File: src/rtl/ffba_pkg.sv
// Shared types and constants of the first-fit block allocator.
// Used by ffba_cell and first_fit_block_allocator; depends on nothing else.
`timescale 1ns / 1ps

package ffba_pkg;

    // Sizing of the block table and of the block header.
    localparam int TABLE_ENTRIES = 16;
    localparam int HEADER_BYTES  = 16;

    // Field widths, fixed by the item formats.
    localparam int ADDR_W   = 24;
    localparam int SIZE_W   = 20;
    localparam int STATUS_W = 3;
    localparam int LIMIT_W  = 24;

    // Entry count width: holds 0 .. TABLE_ENTRIES.
    localparam int CNT_W = $clog2(TABLE_ENTRIES + 1);

    // Width of the append arithmetic: address plus size plus header, with carry.
    localparam int SUM_W = ADDR_W + 2;

    // Configuration port.
    localparam int PADDR_W = 3;
    localparam int PDATA_W = 32;
    localparam logic REG_HEAP_LIMIT = 1'b0;

    // Operation codes.
    typedef enum logic {
        OP_ALLOC   = 1'b0,
        OP_RELEASE = 1'b1
    } t_op;

    // Result status codes.
    typedef enum logic [STATUS_W-1:0] {
        ST_DONE    = 3'd0,
        ST_ZERO    = 3'd1,
        ST_FULL    = 3'd2,
        ST_SPACE   = 3'd3,
        ST_UNKNOWN = 3'd4
    } t_status;

    // Controller states.
    typedef enum logic [3:0] {
        S_IDLE   = 4'b0001,
        S_SCAN   = 4'b0010,
        S_APPEND = 4'b0100,
        S_RESULT = 4'b1000
    } t_state;

    // One request item.
    typedef struct packed {
        logic              op;
        logic [SIZE_W-1:0] request_size;
        logic [ADDR_W-1:0] release_address;
    } t_in_item;

    // One result item.
    typedef struct packed {
        logic [STATUS_W-1:0] status;
        logic [ADDR_W-1:0]   payload_address;
    } t_out_item;

    // Search token that walks down the row of cells.
    typedef struct packed {
        logic              valid;
        t_op               op;
        logic [SIZE_W-1:0] size;
        logic [ADDR_W-1:0] addr;
        logic              found;
        logic [ADDR_W-1:0] paddr;
    } t_probe;

    // Broadcast write of a newly appended block.
    typedef struct packed {
        logic              en;
        logic [CNT_W-1:0]  index;
        logic [ADDR_W-1:0] base;
        logic [SIZE_W-1:0] bytes;
    } t_append;

endpackage

File: src/rtl/ffba_cell.sv
// One table entry of the allocator together with its stage of the search token.
// Depends on ffba_pkg.
`timescale 1ns / 1ps

module ffba_cell
    import ffba_pkg::*;
(
    input  logic             i_clk,
    input  logic             i_rst_n,
    input  logic [CNT_W-1:0] i_index,
    input  logic [CNT_W-1:0] i_used,
    input  t_probe           i_probe,
    input  t_append          i_wr,
    output t_probe           o_probe
);

    logic              r_valid;
    t_probe            r_data;
    logic [ADDR_W-1:0] r_base;
    logic [SIZE_W-1:0] r_bytes;
    logic              r_free;

    t_probe            n_data;
    logic              n_free;
    logic [ADDR_W-1:0] w_hdr_addr;
    logic              w_live;
    logic              w_hit_alloc;
    logic              w_hit_rel;
    logic              w_wr_here;

    // The entry takes part only while it lies below the fill count.
    assign w_hdr_addr  = r_base + ADDR_W'(HEADER_BYTES);
    assign w_live      = i_probe.valid && !i_probe.found && (i_index < i_used);
    assign w_hit_alloc = w_live && (i_probe.op == OP_ALLOC) && r_free &&
                         (r_bytes >= i_probe.size);
    assign w_hit_rel   = w_live && (i_probe.op == OP_RELEASE) &&
                         (w_hdr_addr == i_probe.addr);
    assign w_wr_here   = i_wr.en && (i_wr.index == i_index);

    // A hit claims the token and hands this entry's payload address onward.
    always_comb begin
        n_data = i_probe;
        if (w_hit_alloc || w_hit_rel) begin
            n_data.found = 1'b1;
            n_data.paddr = w_hdr_addr;
        end
    end

    // Free mark: an append or an allocate hit clears it, a release hit sets it.
    always_comb begin
        n_free = r_free;
        priority if (w_wr_here) begin
            n_free = 1'b0;
        end else if (w_hit_alloc) begin
            n_free = 1'b0;
        end else if (w_hit_rel) begin
            n_free = 1'b1;
        end else begin
            n_free = r_free;
        end
    end

    // Token stage: valid is control, the rest is payload.
    always_ff @(posedge i_clk) begin
        if (!i_rst_n) begin
            r_valid <= 1'b0;
        end else begin
            r_valid <= i_probe.valid;
        end
    end

    always_ff @(posedge i_clk) begin
        r_data <= n_data;
        r_free <= n_free;
        if (w_wr_here) begin
            r_base  <= i_wr.base;
            r_bytes <= i_wr.bytes;
        end
    end

    always_comb begin
        o_probe       = r_data;
        o_probe.valid = r_valid;
    end

endmodule

File: src/rtl/first_fit_block_allocator.sv
// Top level of the first-fit block allocator: controller, registers and the row of cells.
// Depends on ffba_pkg and ffba_cell.
`timescale 1ns / 1ps

// Usage:
// Requests arrive on the input channel (i_in_valid / o_in_ready, payload i_in) and
// each one yields exactly one result on the output channel (o_out_valid /
// i_out_ready, payload o_out). An allocate takes the lowest free entry that is
// large enough, or else appends a block at the bump pointer; a release frees the
// entry whose payload address matches.
// The search token walks one cell per cycle through TABLE_ENTRIES cells; the result
// then goes through S_APPEND when a block is appended, waits in S_RESULT and is
// loaded into the output register.
// One request is in work at a time; o_in_ready rises again in the cycle the
// result appears in the output register, so a new request is taken only once
// the last result is loaded. When the receiver stalls, the finished result waits
// in the controller until the output register is free, and no new request is taken.
// A synchronous reset empties the table, clears the bump pointer, sets heap_limit to
// all ones and drops o_out_valid; no clearing pass is needed. heap_limit is to be
// written through the APB-style port only while the block is idle; nothing enforces it.

module first_fit_block_allocator
    import ffba_pkg::*;
(
    input  logic               i_clk,
    input  logic               i_rst_n,
    input  logic               i_in_valid,
    output logic               o_in_ready,
    input  t_in_item           i_in,
    output logic               o_out_valid,
    input  logic               i_out_ready,
    output t_out_item          o_out,
    input  logic               psel,
    input  logic               penable,
    input  logic               pwrite,
    input  logic [PADDR_W-1:0] paddr,
    input  logic [PDATA_W-1:0] pwdata,
    output logic [PDATA_W-1:0] prdata,
    output logic               pready
);

    t_state             r_state;
    t_state             n_state;
    t_in_item           r_req;
    t_out_item          r_res;
    t_out_item          n_res;
    logic [CNT_W-1:0]   r_used;
    logic [CNT_W-1:0]   n_used;
    logic [ADDR_W-1:0]  r_bump;
    logic [ADDR_W-1:0]  n_bump;
    logic [LIMIT_W-1:0] r_limit;
    logic               r_out_valid;
    t_out_item          r_out;

    t_probe             w_probe [TABLE_ENTRIES+1];
    logic [TABLE_ENTRIES-1:0] w_pv;
    t_probe             w_tail;
    t_append            w_wr;
    logic               w_accept;
    logic               w_load;
    logic               w_cfg_wr;
    logic [SUM_W-1:0]   w_last;
    logic               w_no_space;

    // Configuration port.
    assign pready   = 1'b1;
    assign w_cfg_wr = psel && penable && pwrite && (paddr[2] == REG_HEAP_LIMIT);
    assign prdata   = (paddr[2] == REG_HEAP_LIMIT) ?
                      {{(PDATA_W-LIMIT_W){1'b0}}, r_limit} : '0;

    always_ff @(posedge i_clk) begin
        if (!i_rst_n) begin
            r_limit <= '1;
        end else if (w_cfg_wr) begin
            r_limit <= pwdata[LIMIT_W-1:0];
        end
    end

    // Handshakes.
    assign o_in_ready  = (r_state == S_IDLE);
    assign w_accept    = i_in_valid && o_in_ready;
    assign w_load      = (r_state == S_RESULT) && (!r_out_valid || i_out_ready);
    assign o_out_valid = r_out_valid;
    assign o_out       = r_out;

    // Token injection: zero-size allocates and releases of address zero are
    // settled at entry, so they pass the row untouched.
    always_comb begin
        w_probe[0].valid = w_accept;
        w_probe[0].op    = t_op'(i_in.op);
        w_probe[0].size  = i_in.request_size;
        w_probe[0].addr  = i_in.release_address;
        w_probe[0].found = ((i_in.op == OP_ALLOC) && (i_in.request_size == '0)) ||
                           ((i_in.op == OP_RELEASE) && (i_in.release_address == '0));
        w_probe[0].paddr = '0;
    end

    // Row of table cells.
    for (genvar k = 0; k < TABLE_ENTRIES; k++) begin : g_cell
        ffba_cell u_cell (
            .i_clk   (i_clk),
            .i_rst_n (i_rst_n),
            .i_index (CNT_W'(k)),
            .i_used  (r_used),
            .i_probe (w_probe[k]),
            .i_wr    (w_wr),
            .o_probe (w_probe[k+1])
        );
        assign w_pv[k] = w_probe[k+1].valid;
    end

    assign w_tail = w_probe[TABLE_ENTRIES];

    // Append arithmetic: last byte of the new block and the space check.
    assign w_last = SUM_W'(r_bump) + SUM_W'(r_req.request_size) +
                    SUM_W'(HEADER_BYTES) - SUM_W'(1);
    assign w_no_space = (w_last > SUM_W'(r_limit)) ||
                        (w_last >= SUM_W'({ADDR_W{1'b1}}));

    always_comb begin
        w_wr.en    = (r_state == S_APPEND) && !w_no_space;
        w_wr.index = r_used;
        w_wr.base  = r_bump;
        w_wr.bytes = r_req.request_size;
    end

    // Controller.
    always_comb begin
        n_state = r_state;
        n_res   = r_res;
        n_used  = r_used;
        n_bump  = r_bump;
        unique case (r_state)
            S_IDLE: begin
                if (w_accept) begin
                    n_state = S_SCAN;
                end
            end
            S_SCAN: begin
                if (w_tail.valid) begin
                    n_state               = S_RESULT;
                    n_res.status          = ST_DONE;
                    n_res.payload_address = '0;
                    if ((r_req.op == OP_ALLOC) && (r_req.request_size == '0)) begin
                        n_res.status = ST_ZERO;
                    end else if (w_tail.found) begin
                        if (r_req.op == OP_ALLOC) begin
                            n_res.payload_address = w_tail.paddr;
                        end
                    end else if (r_req.op == OP_RELEASE) begin
                        n_res.status = ST_UNKNOWN;
                    end else if (r_used == CNT_W'(TABLE_ENTRIES)) begin
                        n_res.status = ST_FULL;
                    end else begin
                        n_state = S_APPEND;
                    end
                end
            end
            S_APPEND: begin
                n_state = S_RESULT;
                if (w_no_space) begin
                    n_res.status          = ST_SPACE;
                    n_res.payload_address = '0;
                end else begin
                    n_res.status          = ST_DONE;
                    n_res.payload_address = r_bump + ADDR_W'(HEADER_BYTES);
                    n_used                = r_used + CNT_W'(1);
                    n_bump                = w_last[ADDR_W-1:0] + ADDR_W'(1);
                end
            end
            S_RESULT: begin
                if (w_load) begin
                    n_state = S_IDLE;
                end
            end
            default: begin
                n_state = S_IDLE;
            end
        endcase
    end

    // Control registers.
    always_ff @(posedge i_clk) begin
        if (!i_rst_n) begin
            r_state     <= S_IDLE;
            r_used      <= '0;
            r_bump      <= '0;
            r_out_valid <= 1'b0;
        end else begin
            r_state <= n_state;
            r_used  <= n_used;
            r_bump  <= n_bump;
            if (w_load) begin
                r_out_valid <= 1'b1;
            end else if (i_out_ready) begin
                r_out_valid <= 1'b0;
            end
        end
    end

    // Payload registers.
    always_ff @(posedge i_clk) begin
        r_res <= n_res;
        if (w_accept) begin
            r_req <= i_in;
        end
        if (w_load) begin
            r_out <= r_res;
        end
    end

    // Only one search token is ever in the row.
    a_one_token: assert property (@(posedge i_clk) disable iff (!i_rst_n)
        $countones(w_pv) <= 1)
        else $error("more than one search token in the cell row");

    // No token may remain in the row once the controller is idle.
    a_idle_empty: assert property (@(posedge i_clk) disable iff (!i_rst_n)
        (r_state == S_IDLE) |-> (w_pv == '0))
        else $error("search token present while idle");

    // The fill count never passes the table size.
    a_used_bound: assert property (@(posedge i_clk) disable iff (!i_rst_n)
        r_used <= CNT_W'(TABLE_ENTRIES))
        else $error("entry count beyond table size");

    // An input transfer starts a scan in the next cycle.
    a_accept_scan: assert property (@(posedge i_clk) disable iff (!i_rst_n)
        w_accept |=> (r_state == S_SCAN))
        else $error("accepted request did not start a scan");

endmodule

File: config.mk
export PLATFORM = sky130hd
export DESIGN_NAME = first_fit_block_allocator
export DESIGN_NICKNAME = d
export VERILOG_FILES = /design/src/rtl/ffba_pkg.sv /design/src/rtl/ffba_cell.sv /design/src/rtl/first_fit_block_allocator.sv
export SDC_FILE = /design/constraint.sdc
export NUM_CORES = 2
export LEC_CHECK = 0
export BUFFER_PORTS_ARGS = -buffer_cell sky130_fd_sc_hd__clkbuf_2
export CAP_MARGIN = 20
export CORE_MARGIN = 1.5
export CORE_UTILIZATION = 56
export DETAILED_ROUTE_END_ITERATION = 16
export GPL_TIMING_DRIVEN = 0
export PLACE_DENSITY = 0.72
export SYNTH_ARGS = -nofsm -noshare
export SYNTH_HDL_FRONTEND = slang
export SYNTH_HIERARCHICAL = 1
export SYNTH_SLANG_ARGS = --single-unit
File: constraint.sdc
create_clock -name i_clk -period 7.2 [get_ports i_clk]
set_input_delay 0 -clock i_clk [delete_from_list [all_inputs] [get_ports i_clk]]
set_output_delay 0 -clock i_clk [all_outputs]
set_load 0.05 [all_outputs]
==> impl_metrics.env <==
export IMPL_status="completed"
export IMPL_antenna_found_initial=13
export IMPL_leakage_nw=41.9
export IMPL_htreeDepth=4
export IMPL_yosys_warnings=6
export IMPL_io_pins=149
export IMPL_fillers=11300
export IMPL_drt_first_pass_iters=6
export IMPL_cp_required_ps=7720
export IMPL_period_share=0.963
export IMPL_start_kind="register"
export IMPL_die_area_um2=156000
export IMPL_netlist_instances=6952
export IMPL_netlist_area_um2=85800
export IMPL_rsz0062_at_grt="false"
export IMPL_syn_area_per_cell_um2=12.3
export IMPL_cp_slowest_cell="edfxtp_1"
export IMPL_cts_buffers=194
export IMPL_worstPathMaxFanout=25
export IMPL_vias=56300
export IMPL_cp_end_kind="register"
export IMPL_drive_gt1_frac=0.165
export IMPL_avgViaCountPerCell=5.69
export IMPL_wl_per_cell_um=23.5
export IMPL_initial_core_util=0.564
export IMPL_fin_util=0.652
export IMPL_critPathArrivalTime_ps=7450
export IMPL_cts_sinks=1944
export IMPL_drc=0
export IMPL_cts_root_buf="clkbuf_16"
export IMPL_maxCapViolations=0
export IMPL_crit_path_cell_trace="ha_1 > ha_1 > and4_1 > and2_4 > a31oi_1 > nand2_1 > o211ai_1 > xor2_1 > inv_1 > ha_1 > nand2_1 > or2_2 > nor3_2 > nand2_1 > o31ai_1 > o311a_2 > nand2_8 > inv_4 > buf_6 > and3_4 > buf_12"
export IMPL_fin_nets=8230
export IMPL_coreArea_um2=152000
export IMPL_cts_tree="built"
export IMPL_cts_clk_slew_worst_paths_ps=60
export IMPL_hold_viol_final=0
export IMPL_slew_viol_final=0
export IMPL_grt_util_all_layers=0.295
export IMPL_max_stage_delay_ps=1060
export IMPL_insertion_delay_ps=830
export IMPL_tightest_slew_ps=1240
export IMPL_finalSetupViolCount=0
export IMPL_grt_pass1_wl_um=346000
export IMPL_rows=143
export IMPL_worst_hold_slack_ps=120
export IMPL_clock_skew_ps=34.0
export IMPL_portBuffers=128
export IMPL_drt_iter0_drc=4339
export IMPL_dp_hpwl_um=173000
export IMPL_grt_max_degree=36
export IMPL_place_worst_setup_slack_ps=-418
export IMPL_chipHeight_um=394
export IMPL_wl_um=232000
export IMPL_vdd_drop_max_v=0.000205
export IMPL_grt_pass1_vias=56300
export IMPL_cts_buffer_depth=3
export IMPL_hold_class="in -> reg"
export IMPL_power_mw=23.6
export IMPL_ant_nets=0
export IMPL_pwr_density_cell_nw_per_um2=238
export IMPL_critPathKind="reg -> reg"
export IMPL_final_common_cell="dfxtp_1"
export IMPL_syn2layout_area_growth_pct=15.6
export IMPL_die_w_um=394
export IMPL_fin_crit_ps=6930
export IMPL_gp_congestion=0.929
export IMPL_fmax_mhz=144
export IMPL_layout_common_cells="dfxtp_1, edfxtp_1, inv_1"
export IMPL_fin_ws_ps=266
export IMPL_gr_total_overflow=0
export IMPL_slew_headroom=0.170
## through the flow
step	TNS, ps	cell area (um^2)	std cells
after CTS	-2160	99000	9869
after global placement	-1523520	89700	9301
after detailed placement	-159390	90600	9344
final	0	99200	9878
after floorplan	0	86500	7143
after global routing	0	99200	9876
## path summary, 6_finish.rpt
check | from | cells past startpoint | slack, ps | end
worst max-delay path | r_req[35] | 21 | 270 | g_cell[2].u_cell/r_base[23]
worst min-delay path | i_out_ready | 5 | 120 | o_out_valid
worst max register to register | r_req[35] | 21 | 270 | g_cell[2].u_cell/r_base[23]
worst min register to register | g_cell[5].u_cell/o_probe[68] | 0 | 340 | g_cell[6].u_cell/o_probe[68]
## critical path: cells and delay by family (launching register included)
family	cells	cell delay (ps)
flip-flops	1	1060
AND/OR/NAND/NOR	9	2230
XOR/XNOR	1	350
adder cells (fa/ha/maj)	3	1040
buffers and inverters	4	760
AO/OA/AOI/OAI	4	1090
## power breakdown
group	leakage [nW]	switching [mW]	internal (mW)
Clock	3.28	4.41	6.04
Combinational	21.7	0.595	0.532
Sequential	16.9	0.267	11.7
Total	41.9	5.27	18.3
## per-layer routing
metal  part of all wire  track usage
met3              0.064       0.0443
met5            0.00024            0
met4              0.043        0.122
met2               0.47        0.489
met1               0.42        0.387
## state kept, by name, summed over array words and instances, names as in the netlist
| name | count |
|---|---|
| g_cell.u_cell/o_probe | 1075 |
| g_cell.u_cell/r_base | 384 |
| g_cell.u_cell/r_bytes | 320 |
| o_out | 27 |
| r_res | 27 |
| r_bump | 24 |
| r_limit | 24 |
| r_req | 21 |
| g_cell.u_cell/r_free | 16 |
| g_cell.u_cell/r_valid | 16 |
| r_used | 5 |
| r_state | 4 |
| o_out_valid | 1 |
## timing repair
action | in CTS | in global routing
pin swaps | 0 | 1
hold buffers | 136 | 0
setup buffers | 21 | 6
endpoints found under the hold margin | 123 | 0
cloned | 0 | 0
resized for setup | 6 | 14
setup endpoints to repair | 710 | 720
## cell type report
type,instances,area [um^2],area share
Clock buffer,255,5400,0.0544
Tap cell,2030,2540,0.0256
Clock inverter,113,1360,0.0137
Antenna cell,2,5.00,0.0000505
Sequential cell,1944,46700,0.471
Timing Repair Buffer,335,3210,0.0323
Inverter,564,2120,0.0214
Multi-Input combinational cell,4424,36400,0.367
Buffer,211,1420,0.0143
Note: power is estimated with default switching activity, not from simulation.
